## config.mk

```make
export PLATFORM = sky130hd
export DESIGN_NAME = positional_linked_list_engine
export DESIGN_NICKNAME = d
export VERILOG_FILES = /design/src/pll_pkg.sv /design/src/positional_linked_list_engine.sv
export VERILOG_INCLUDE_DIRS = /design/src /design/src/src
export SDC_FILE = /design/constraint.sdc
export NUM_CORES = 1
export LEC_CHECK = 0
export BUFFER_PORTS_ARGS = -buffer_cell sky130_fd_sc_hd__buf_2
export CAP_MARGIN = 30
export CORE_ASPECT_RATIO = 2
export CORE_MARGIN = 5
export CORE_UTILIZATION = 23
export CTS_CLUSTER_SIZE = 30
export DETAILED_ROUTE_END_ITERATION = 8
export MAX_ROUTING_LAYER = met4
export RECOVER_POWER = 25
export SETUP_SLACK_MARGIN = 0.3
export SLEW_MARGIN = 20
export SYNTH_ARGS = -nofsm -noshare
export SYNTH_HDL_FRONTEND = slang
export SYNTH_SLANG_ARGS = --single-unit
```

## constraint.sdc

```tcl
create_clock -name i_clk -period 16.1 [get_ports i_clk]
set_clock_uncertainty 0.05 [all_clocks]
set_input_delay 3.22 -clock i_clk [delete_from_list [all_inputs] [get_ports i_clk]]
set_output_delay 3.22 -clock i_clk [all_outputs]
set_load 0.02 [all_outputs]
```

## src/positional_linked_list_engine_defines.svh

```systemverilog
// Assertion macros for the positional linked-list engine.
`ifndef POSITIONAL_LINKED_LIST_ENGINE_DEFINES_SVH
`define POSITIONAL_LINKED_LIST_ENGINE_DEFINES_SVH

// Condition that must hold at every clock edge outside reset.
`define PLL_ASSERT_ALWAYS(lbl, cond, msg) \
    lbl: assert property (@(posedge i_clk) disable iff (!i_rst_n) (cond)) else $error(msg);

// Condition that must hold whenever the antecedent holds.
`define PLL_ASSERT_IMPLY(lbl, ante, cons, msg) \
    lbl: assert property (@(posedge i_clk) disable iff (!i_rst_n) (ante) |-> (cons)) else $error(msg);

`endif

```

## src/pll_pkg.sv

```systemverilog
// Shared constants, codes and types of the positional linked-list engine.
`timescale 1ns / 1ps
package pll_pkg;

    localparam int CAPACITY  = 16;
    localparam int DATA_BITS = 32;

    localparam int IDX_W   = (CAPACITY > 1) ? $clog2(CAPACITY) : 1;
    localparam int CNT_W   = $clog2(CAPACITY + 1);
    localparam int KIND_W  = 3;
    localparam int POS_W   = 5;
    localparam int VALUE_W = 32;
    localparam int ELEM_W  = 32;
    localparam int STAT_W  = 2;
    localparam int LEN_W   = 5;
    localparam int CMP_W   = ((POS_W > CNT_W) ? POS_W : CNT_W) + 1;

    localparam int S_TDATA_W = ((POS_W + VALUE_W + 7) / 8) * 8;
    localparam int M_TDATA_W = ((ELEM_W + STAT_W + LEN_W + 7) / 8) * 8;

    typedef enum logic [KIND_W-1:0] {
        KIND_INS_HEAD = 3'd0,
        KIND_INS_TAIL = 3'd1,
        KIND_INS_POS  = 3'd2,
        KIND_DEL_POS  = 3'd3,
        KIND_DUMP     = 3'd4
    } t_kind;

    typedef enum logic [STAT_W-1:0] {
        ST_OK    = 2'd0,
        ST_FULL  = 2'd1,
        ST_EMPTY = 2'd2,
        ST_RANGE = 2'd3
    } t_status;

endpackage

```

## src/positional_linked_list_engine.sv

```systemverilog
// Head and tail inserts and all error replies go from decode straight to the response state;
// insert at position p walks the list, then links the new node in and responds, and delete at
// position p walks to the node, unlinks it and responds. A dump of n elements gives one result
// per cycle while the output is not stalled. Throughput: one request at a time; the next
// transfer is taken only once the engine is idle again, after the last result is registered.
// Synchronous active-low reset empties the list; node memories keep no reset value.
`timescale 1ns / 1ps
`include "positional_linked_list_engine_defines.svh"
module positional_linked_list_engine
    import pll_pkg::*;
(
    input  logic                 i_clk,
    input  logic                 i_rst_n,
    input  logic                 i_s_tvalid,
    output logic                 o_s_tready,
    input  logic [S_TDATA_W-1:0] i_s_tdata,   // position, value, zero pad
    input  logic [KIND_W-1:0]    i_s_tuser,   // kind
    output logic                 o_m_tvalid,
    input  logic                 i_m_tready,
    output logic [M_TDATA_W-1:0] o_m_tdata,   // element, status, length, zero pad
    output logic                 o_m_tlast
);

    typedef enum logic [5:0] {
        S_IDLE   = 6'b000001,
        S_DECODE = 6'b000010,
        S_WALK   = 6'b000100,
        S_LINK   = 6'b001000,
        S_DUMP   = 6'b010000,
        S_RESP   = 6'b100000
    } t_state;

    t_state                     r_state, n_state;
    logic [IDX_W-1:0]           r_head, n_head;
    logic [IDX_W-1:0]           r_tail, n_tail;
    logic [CNT_W-1:0]           r_count, n_count;
    logic [CAPACITY-1:0]        r_used, n_used;
    logic [IDX_W-1:0]           r_cur, n_cur;
    logic [IDX_W-1:0]           r_prev, n_prev;
    logic [IDX_W-1:0]           r_steps, n_steps;
    logic [DATA_BITS-1:0]       r_res_elem, n_res_elem;
    t_status                    r_res_status, n_res_status;

    logic [KIND_W-1:0]          r_kind;
    logic [POS_W-1:0]           r_pos;
    logic signed [VALUE_W-1:0]  r_value;

    logic                       r_out_valid, n_out_valid;
    logic [DATA_BITS-1:0]       r_out_elem, n_out_elem;
    t_status                    r_out_status, n_out_status;
    logic [LEN_W-1:0]           r_out_len, n_out_len;
    logic                       r_out_last, n_out_last;

    logic [DATA_BITS-1:0]       r_val_mem [CAPACITY];
    logic [IDX_W-1:0]           r_link_mem [CAPACITY];
    logic [DATA_BITS-1:0]       r_val_q;
    logic [IDX_W-1:0]           r_link_q;

    logic                       rd_en;
    logic [IDX_W-1:0]           rd_addr;
    logic                       val_we;
    logic [IDX_W-1:0]           val_wa;
    logic [DATA_BITS-1:0]       val_wd;
    logic                       link_we;
    logic [IDX_W-1:0]           link_wa;
    logic [IDX_W-1:0]           link_wd;

    logic [IDX_W-1:0]           free_idx;
    logic [CMP_W-1:0]           pos_c;
    logic [CMP_W-1:0]           cnt_c;
    logic                       in_xfer;
    logic                       out_free;
    logic signed [ELEM_W-1:0]   out_elem_ext;

    assign in_xfer    = i_s_tvalid && o_s_tready;
    assign out_free   = !r_out_valid || i_m_tready;
    assign o_s_tready = (r_state == S_IDLE);
    assign pos_c      = CMP_W'(r_pos);
    assign cnt_c      = CMP_W'(r_count);

    always_comb begin
        free_idx = '0;
        for (int i = CAPACITY - 1; i >= 0; i--) begin
            if (!r_used[i]) begin
                free_idx = IDX_W'(i);
            end
        end
    end

    always_comb begin
        n_state      = r_state;
        n_head       = r_head;
        n_tail       = r_tail;
        n_count      = r_count;
        n_used       = r_used;
        n_cur        = r_cur;
        n_prev       = r_prev;
        n_steps      = r_steps;
        n_res_elem   = r_res_elem;
        n_res_status = r_res_status;
        n_out_valid  = r_out_valid && !i_m_tready;
        n_out_elem   = r_out_elem;
        n_out_status = r_out_status;
        n_out_len    = r_out_len;
        n_out_last   = r_out_last;
        rd_en        = 1'b0;
        rd_addr      = r_link_q;
        val_we       = 1'b0;
        val_wa       = free_idx;
        val_wd       = DATA_BITS'(r_value);
        link_we      = 1'b0;
        link_wa      = free_idx;
        link_wd      = r_link_q;

        case (r_state)
            S_IDLE: begin
                if (in_xfer) begin
                    n_state = S_DECODE;
                end
            end
            S_DECODE: begin
                n_res_elem   = '0;
                n_res_status = ST_OK;
                n_state      = S_RESP;
                case (r_kind)
                    KIND_INS_HEAD, KIND_INS_TAIL, KIND_INS_POS: begin
                        if (cnt_c == CMP_W'(CAPACITY)) begin
                            n_res_status = ST_FULL;
                        end else if (r_kind == KIND_INS_POS &&
                                     (pos_c == '0 || pos_c > cnt_c + CMP_W'(1))) begin
                            n_res_status = ST_RANGE;
                        end else if (r_kind == KIND_INS_HEAD ||
                                     (r_kind == KIND_INS_POS && pos_c == CMP_W'(1))) begin
                            val_we           = 1'b1;
                            link_we          = 1'b1;
                            link_wa          = free_idx;
                            link_wd          = r_head;
                            n_head           = free_idx;
                            if (r_count == '0) begin
                                n_tail = free_idx;
                            end
                            n_count          = r_count + CNT_W'(1);
                            n_used[free_idx] = 1'b1;
                        end else if (r_kind == KIND_INS_TAIL ||
                                     pos_c == cnt_c + CMP_W'(1)) begin
                            val_we = 1'b1;
                            if (r_count == '0) begin
                                n_head = free_idx;
                            end else begin
                                link_we = 1'b1;
                                link_wa = r_tail;
                                link_wd = free_idx;
                            end
                            n_tail           = free_idx;
                            n_count          = r_count + CNT_W'(1);
                            n_used[free_idx] = 1'b1;
                        end else begin
                            rd_en   = 1'b1;
                            rd_addr = r_head;
                            n_cur   = r_head;
                            n_steps = IDX_W'(pos_c - CMP_W'(2));
                            n_state = S_WALK;
                        end
                    end
                    KIND_DEL_POS: begin
                        if (r_count == '0) begin
                            n_res_status = ST_EMPTY;
                        end else if (pos_c == '0 || pos_c > cnt_c) begin
                            n_res_status = ST_RANGE;
                        end else begin
                            rd_en   = 1'b1;
                            rd_addr = r_head;
                            n_cur   = r_head;
                            n_steps = IDX_W'(pos_c - CMP_W'(1));
                            n_state = S_WALK;
                        end
                    end
                    KIND_DUMP: begin
                        if (r_count == '0) begin
                            n_res_status = ST_EMPTY;
                        end else begin
                            rd_en   = 1'b1;
                            rd_addr = r_head;
                            n_cur   = r_head;
                            n_steps = IDX_W'(r_count - CNT_W'(1));
                            n_state = S_DUMP;
                        end
                    end
                    default: begin
                        n_res_status = ST_OK;
                    end
                endcase
            end
            S_WALK: begin
                if (r_steps != '0) begin
                    rd_en   = 1'b1;
                    rd_addr = r_link_q;
                    n_prev  = r_cur;
                    n_cur   = r_link_q;
                    n_steps = r_steps - IDX_W'(1);
                end else if (r_kind == KIND_INS_POS) begin
                    val_we  = 1'b1;
                    link_we = 1'b1;
                    link_wa = free_idx;
                    link_wd = r_link_q;
                    n_state = S_LINK;
                end else begin
                    n_res_elem = r_val_q;
                    if (pos_c == CMP_W'(1)) begin
                        n_head = r_link_q;
                    end else begin
                        link_we = 1'b1;
                        link_wa = r_prev;
                        link_wd = r_link_q;
                        if (r_cur == r_tail) begin
                            n_tail = r_prev;
                        end
                    end
                    n_used[r_cur] = 1'b0;
                    n_count       = r_count - CNT_W'(1);
                    if (r_count == CNT_W'(1)) begin
                        n_head = '0;
                        n_tail = '0;
                    end
                    n_state = S_RESP;
                end
            end
            S_LINK: begin
                link_we          = 1'b1;
                link_wa          = r_cur;
                link_wd          = free_idx;
                n_used[free_idx] = 1'b1;
                n_count          = r_count + CNT_W'(1);
                n_state          = S_RESP;
            end
            S_DUMP: begin
                if (out_free) begin
                    n_out_valid  = 1'b1;
                    n_out_elem   = r_val_q;
                    n_out_status = ST_OK;
                    n_out_len    = LEN_W'(r_count);
                    n_out_last   = (r_steps == '0);
                    if (r_steps == '0) begin
                        n_state = S_IDLE;
                    end else begin
                        rd_en   = 1'b1;
                        rd_addr = r_link_q;
                        n_cur   = r_link_q;
                        n_steps = r_steps - IDX_W'(1);
                    end
                end
            end
            S_RESP: begin
                if (out_free) begin
                    n_out_valid  = 1'b1;
                    n_out_elem   = r_res_elem;
                    n_out_status = r_res_status;
                    n_out_len    = LEN_W'(r_count);
                    n_out_last   = 1'b1;
                    n_state      = S_IDLE;
                end
            end
            default: begin
                n_state = S_IDLE;
            end
        endcase
    end

    always_ff @(posedge i_clk) begin
        if (!i_rst_n) begin
            r_state     <= S_IDLE;
            r_head      <= '0;
            r_tail      <= '0;
            r_count     <= '0;
            r_used      <= '0;
            r_out_valid <= 1'b0;
        end else begin
            r_state     <= n_state;
            r_head      <= n_head;
            r_tail      <= n_tail;
            r_count     <= n_count;
            r_used      <= n_used;
            r_out_valid <= n_out_valid;
        end
    end

    always_ff @(posedge i_clk) begin
        r_cur        <= n_cur;
        r_prev       <= n_prev;
        r_steps      <= n_steps;
        r_res_elem   <= n_res_elem;
        r_res_status <= n_res_status;
        r_out_elem   <= n_out_elem;
        r_out_status <= n_out_status;
        r_out_len    <= n_out_len;
        r_out_last   <= n_out_last;
        if (in_xfer) begin
            r_kind  <= i_s_tuser;
            r_pos   <= i_s_tdata[POS_W-1:0];
            r_value <= i_s_tdata[POS_W +: VALUE_W];
        end
    end

    always_ff @(posedge i_clk) begin
        if (val_we) begin
            r_val_mem[val_wa] <= val_wd;
        end
        if (link_we) begin
            r_link_mem[link_wa] <= link_wd;
        end
        if (rd_en) begin
            r_val_q  <= r_val_mem[rd_addr];
            r_link_q <= r_link_mem[rd_addr];
        end
    end

    assign out_elem_ext = ELEM_W'($signed(r_out_elem));
    assign o_m_tvalid   = r_out_valid;
    assign o_m_tlast    = r_out_last;
    assign o_m_tdata    = M_TDATA_W'({r_out_len, r_out_status, out_elem_ext});

    `PLL_ASSERT_ALWAYS(a_used_matches_count, $countones(r_used) == int'(r_count), "Slot map disagrees with element count.")
    `PLL_ASSERT_IMPLY(a_empty_resets_ends, r_count == '0, r_head == '0 && r_tail == '0, "Empty list keeps stale head or tail.")
    `PLL_ASSERT_IMPLY(a_dump_within_list, r_state == S_DUMP, CNT_W'(r_steps) < r_count, "Dump walk runs past the list end.")

endmodule
```

==> results of run 1 <==
metal layers:
metal / vias up / part of all wire (%) / track usage [%]
li1: 8434 / - / -
met1: 9490 / 40 / 13.0
met2: 591 / 52 / 19.9
met3: 200 / 4.5 / 1.54
met4: 0 / 3.9 / 4.85
met5: - / 0 / -
final timing paths:
path         startpoint         end  slack, ns  depth (start not counted)
max          r_count[0]  r_val_q[6]      10.07                         16
min          r_state[4]  r_state[4]       0.50                          2
max reg2reg  r_count[0]  r_val_q[6]      10.07                         16
min reg2reg  r_state[4]  r_state[4]       0.50                          2
report_power, final:
part           leakage (µW)  internal, µW  switching, µW
logic               0.00422          31.4           62.7
clock network       0.00109           893            750
registers           0.00701          2220           31.5
total                0.0123          3150            844
sequential cells by signal, indices dropped and copies added, names as in the netlist:
register and cells:
r_prev 4, r_link_mem 64, r_tail 4, r_cur 4, r_state 6, r_steps 4, r_kind 3, r_used 16
o_m_tvalid 1, r_value 32, o_m_tlast 1, r_res_status 2, out_elem_ext 32, r_val_q 32, r_link_q 4, r_head 4
r_count 5, r_out_status 2, r_out_len 5, r_res_elem 32, r_pos 5, r_val_mem 512
per-stage QoR:
stage / area (µm²) / hold WS [ns]
final: 36600 / 0.497
after detailed placement: 34300 / 0.485
after CTS: 36600 / 0.495
after floorplan: 31700 / 0.359
after global routing: 36600 / 0.515
after global placement: 34300 / 0.481
logic make-up (layout without fill, tap and decap cells):
family                     Yosys count  after routing  synth area share (%)
DFF                                774            774                  72.3
and+or+nand+nor                    508            508                  8.15
AOI/OAI and AO/OA                  429            429                  10.1
muxes                              184            184                  6.03
buffers and inverters              166            306                  2.24
adders and majority gates           20             20                 0.790
xor gates and xnor gates            16             16                 0.442
other                                1              3                0.0118
critical path: stages, from the launching register on:
cell and delay (ns):
dfxtp_1 0.55, ha_1 0.28, nand3_1 0.11, xnor2_1 0.25
ha_1 0.29, and3_1 0.18, and3_1 0.19, a211o_1 0.29
a21oi_2 0.48, o21ai_1 0.15, buf_4 0.24, nand3_4 0.45
buf_4 0.64, buf_4 0.73, a2111oi_0 0.26, nor4b_1 0.45
mux2_2 0.28
cell usage in the layout, fill, tap and decap left out, drive strengths merged, types with 6 or more instances in the layout:
cell type    n
a21boi       8
a32o        33
and2        60
nor2b        7
a32oi       67
nor3        14
a31oi        7
dfxtp       36
or2          6
edfxtp     738
nor2        64
o22ai        6
a21oi       33
a221oi      34
nand2      196
a211oi      69
nand3       19
o21ai       98
nand4       20
buf        134
o211a       16
o211ai       7
nand2b       6
inv         45
and3        78
xnor2       11
ha          20
nand3b      11
nor4         7
clkbuf      87
mux2i      144
mux2        40
clkinv      34
a22oi       10
area by class of cell:
type                    count  area [µm²]  area share (%)
inverters                  41         154           0.420
diodes                      2        5.00          0.0137
clock buffers              87        1890            5.16
multi-input cells        1158        8310            22.7
well taps                1746        2180            5.97
repair buffers            134         828            2.26
clock inverters            44         343           0.937
flip-flops and latches    774       22900            62.5
==> out/qor.yml, run 1 <==
outcome: "completed"
setup_ws_ns: 10.07
crit_type: "reg2reg"
numCtsBuffers: 72
start_util_pct: 23.1
postSynthAreaPerCell_um2: 15.1
synthFlopType: "edfxtp_1"
postCtsSetupBuffers: 0
timing.fmax_mhz: 166
hold_class: "reg2reg"
cts-resized-gates: 0
track_usage_pct: 11.3
netlist.area_leader.share_pct: 70.0
synth_edf_count: 738
pre_cts_slack_ns: 10.10
synth_area_leader_cell: "edfxtp_1"
area_delta_synth_final_pct: 15.6
first_global_vias: 19256
yosysMostFrequentCell: "edfxtp_1"
postCtsHoldBufs: 0
max_slew.worst_pin.slew_ns: 1.08
power_uw: 3990
tns_ns: 0
seq_area_frac_synth_pct: 72.3
post_drt_wl_per_cell_um: 20.8
rows: 192
synth_common_cells: "edfxtp_1 (738), nand2_1 (196), mux2i_1 (142), and3_1 (78), o21ai_0 (76)"
hpwlAfterDp_um: 47400
die_h_um: 535
wl_um: 83100
nets: 2248
grt_pass1_wl_um: 123000
drt_first_iter_violations: 1554
required_ns: 16.53
rsz0062_at_grt: "no"
critPathArrivalTime_ns: 6.46
route.vias.total: 18715
ant_nets: 0
worst_setup_path_start_kind: "register"
fillers: 13766
layout-drive-gt1-share_pct: 14.5
gp_congestion: 0.847
cellLeakagePower_uw: 0.0123
root_buffer: "clkbuf_16"
maxCapViolCount: 0
ir_worst_vdd_uv: 81.7
die_x_um: 272
slew_headroom_pct: 27.7
synthArstFlopShare_pct: 0
finalNonFillerCells: 3986
coreArea_um2: 137000
cp-end-kind: "register"
cts_sinks: 774
htreeDepth: 3
route.detailed.drc: 0
dr.pass1.iters: 5
overflow: 0
setup-violations-final: 0
clockBufferDepth: 3
utilization_pct: 26.7
viasPerCell: 4.70
io_pins: 90
synth_area_leaders: "edfxtp_1 (70%), mux2i_1 (4.5%), nand2_1 (2.3%), dfxtp_1 (2.3%), a32oi_1 (1.9%)"
syn-cell-area_um2: 31700
path_clk_slew_ns: 0.06
drv_slew: 0
syn_inst: 2098
finalHoldViolations: 0
io_buffers: 85
synth-seq-cells: 774
path_max_fanout: 49
powerDensity_nw_per_um2: 109
yosys_warnings: 0
antenna_found_initial: 9
design.die.area_um2: 146000
finalCritPeriodShare_pct: 37.4
clk_latency_ns: 0.62
min_period_ns: 6.03
post_synth_num_cell_types: 79
cts_tree: "built"
syn_nets: 2165
dp.cells: 3851
grt_max_degree: 71
Note: power is estimated with default switching activity, not from simulation.
==> run 2: changes to the inputs <==
Clock period 16.1 ns to 5.3 ns, I/O delays scaled along.
==> out/qor.yml, run 2 (synthesis results as in run 1) <==
path_clk_slew_ns: 0.08  # +0.02 ns
ir_worst_vdd_uv: 227  # +180%
max_slew.worst_pin.slew_ns: 0.993  # -0.0913 ns
sw_frac_of_total_pct: 21.2  # +0.076 points
die_x_um: 272  # unchanged
clkPwrFrac_pct: 42.9  # +1.7 points
finalCritPeriodShare_pct: 88.3  # +51 points
layout-drive-gt1-share_pct: 15.1  # +0.53 points
grt_pass1_wl_um: 125000  # +1.1%
power_frac_seq_pct: 54.8  # -1.7 points
path_max_fanout: 25  # -49%
final_common_cell: "edfxtp_1"
switchingPower_uw: 2650  # +210%
top_register: "r_val_mem"
fillers: 13763  # -0.022%
worstRegToRegCells: 14  # -2
hpwlAfterDp_um: 52100  # +10%
antenna_found_initial: 11  # +2
slew_headroom_pct: 33.6  # +5.9 points
hold_depth: 1  # -1
tns_ns: 0  # unchanged
track_usage_pct: 11.6  # +0.26 points
pre_cts_slack_ns: 0.657  # -9.44 ns
dr.pass1.iters: 7  # +2
wl_um: 84900  # +2.2%
crit_type: "reg2reg"
setup_ws_ns: 0.619  # -9.46 ns
postCtsSetupBuffers: 0  # unchanged
route.vias.total: 18767  # +0.28%
required_ns: 5.63  # -10.90 ns
rows: 192  # unchanged
design.die.area_um2: 146000  # unchanged
io_pins: 90  # unchanged
min_period_ns: 4.68  # -1.34 ns
cts_sinks: 774  # unchanged
cts_tree: "built"
ant_nets: 0  # unchanged
hold_ws_ns: 0.489  # -0.00847 ns
combPwrFrac_pct: 2.3  # about the same
postCtsHoldBufs: 0  # unchanged
rsz0062_at_grt: "no"
outcome: "completed"
maxCapViolCount: 0  # unchanged
drt_first_iter_violations: 1205  # -22%
finalHoldViolations: 0  # unchanged
largest_register_ff_count: 512  # unchanged
route.detailed.drc: 0  # unchanged
cellLeakagePower_uw: 0.0125  # +1.4%
grt_max_degree: 86  # +21%
crit_start: "r_count[0]"
clockBufferDepth: 3  # unchanged
viasPerCell: 4.69  # -0.20%
io_buffers: 85  # unchanged
cts-resized-gates: 0  # unchanged
hold_class: "reg2reg"
post_drt_wl_per_cell_um: 21.2  # +1.7%
cp-end-kind: "register"
first_global_vias: 19052  # -1.1%
hold_start: "r_res_elem[21]"
clk_latency_ns: 0.67  # +0.05 ns
area_delta_synth_final_pct: 17.2
root_buffer: "clkbuf_16"
overflow: 0  # unchanged
htreeDepth: 3  # unchanged
critPathArrivalTime_ns: 5.01  # -1.45 ns
die_h_um: 535  # unchanged
numCtsBuffers: 69  # -4.2%
setup-violations-final: 0  # unchanged
timing.rr.start: "r_count[0]"
drv_slew: 0  # unchanged
top_regs: "r_val_mem: 512 flops, r_link_mem: 64 flops"
worst_setup_path_start_kind: "register"
powerDensity_nw_per_um2: 337  # +210%
nets: 2264  # +0.71%
coreArea_um2: 137000  # unchanged
layout_common_cells: "edfxtp_1 (738), nand2_1 (194), mux2i_1 (139), and3_1 (78), o21ai_0 (76)"
p_int_uw: 9840  # +210%
start_util_pct: 23.1  # unchanged
timing.fmax_mhz: 214  # +29%
gp_congestion: 0.832  # -1.7%
==> run 2: area by class of cell <==
class	instances	area (µm²)	share of cell area [%]
repair buffers	153	1130	3.06
clock buffers	79	1760	4.75
well taps	1746	2180	5.89
multi-input cells	1158	8320	22.4
flip-flops and latches	774	22900	61.7
clock inverters	47	646	1.74
diodes	7	17.5	0.0472
inverters	41	154	0.415
==> run 2: power by group through the flow <==
stage | Sequential (µW) | Combinational (µW) | Clock, µW
after CTS | 6840 | 296 | 5500
final | 6850 | 290 | 5360
after floorplan | 6930 | 184 | 0
after global routing | 6850 | 318 | 5710
after detailed placement | 6980 | 295 | 0
after global placement | 6970 | 290 | 0
==> run 2: final timing paths <==
| check | end | slack [ns] |
|---|---|---|
| worst max-delay path | r_val_q[0] | 0.62 |
| worst max register to register | r_val_q[0] | 0.62 |
| worst min-delay path | out_elem_ext[21] | 0.49 |
| worst min register to register | out_elem_ext[21] | 0.49 |
==> run 2: metal layers <==
metal | global-route usage (%) | wire length (µm) | vias up
li1 | - | - | 8470
met1 | 12.3 | 31700 | 9560
met2 | 21.7 | 46400 | 575
met3 | 1.84 | 4170 | 162
met4 | 4.19 | 2620 | 0
met5 | - | 0 | -
==> run 2: stage by stage <==
step	std cells	util [%]	total power [µW]	cell area, µm²
2_1_floorplan	2098	-	7120	31700
3_3_place_gp	3872	25.3	7260	34700
3_5_place_dp	3872	25.3	7270	34700
4_1_cts	3998	27.1	12600	37100
5_1_grt	4003	27.1	12900	37100
6_report	4005	27.1	12500	37100
==> run 2: worst max-delay path, stage by stage (launching register included) <==
cell	delay, ns
dfxtp_1	0.55
ha_1	0.28
nand3_1	0.10
xnor2_1	0.23
ha_1	0.28
and3_1	0.17
o2111a_1	0.20
a21o_1	0.25
or2_4	0.29
o21ai_1	0.29
nand3_4	0.19
nor2_4	0.79
buf_4	0.36
a32oi_1	0.12
a32o_1	0.27
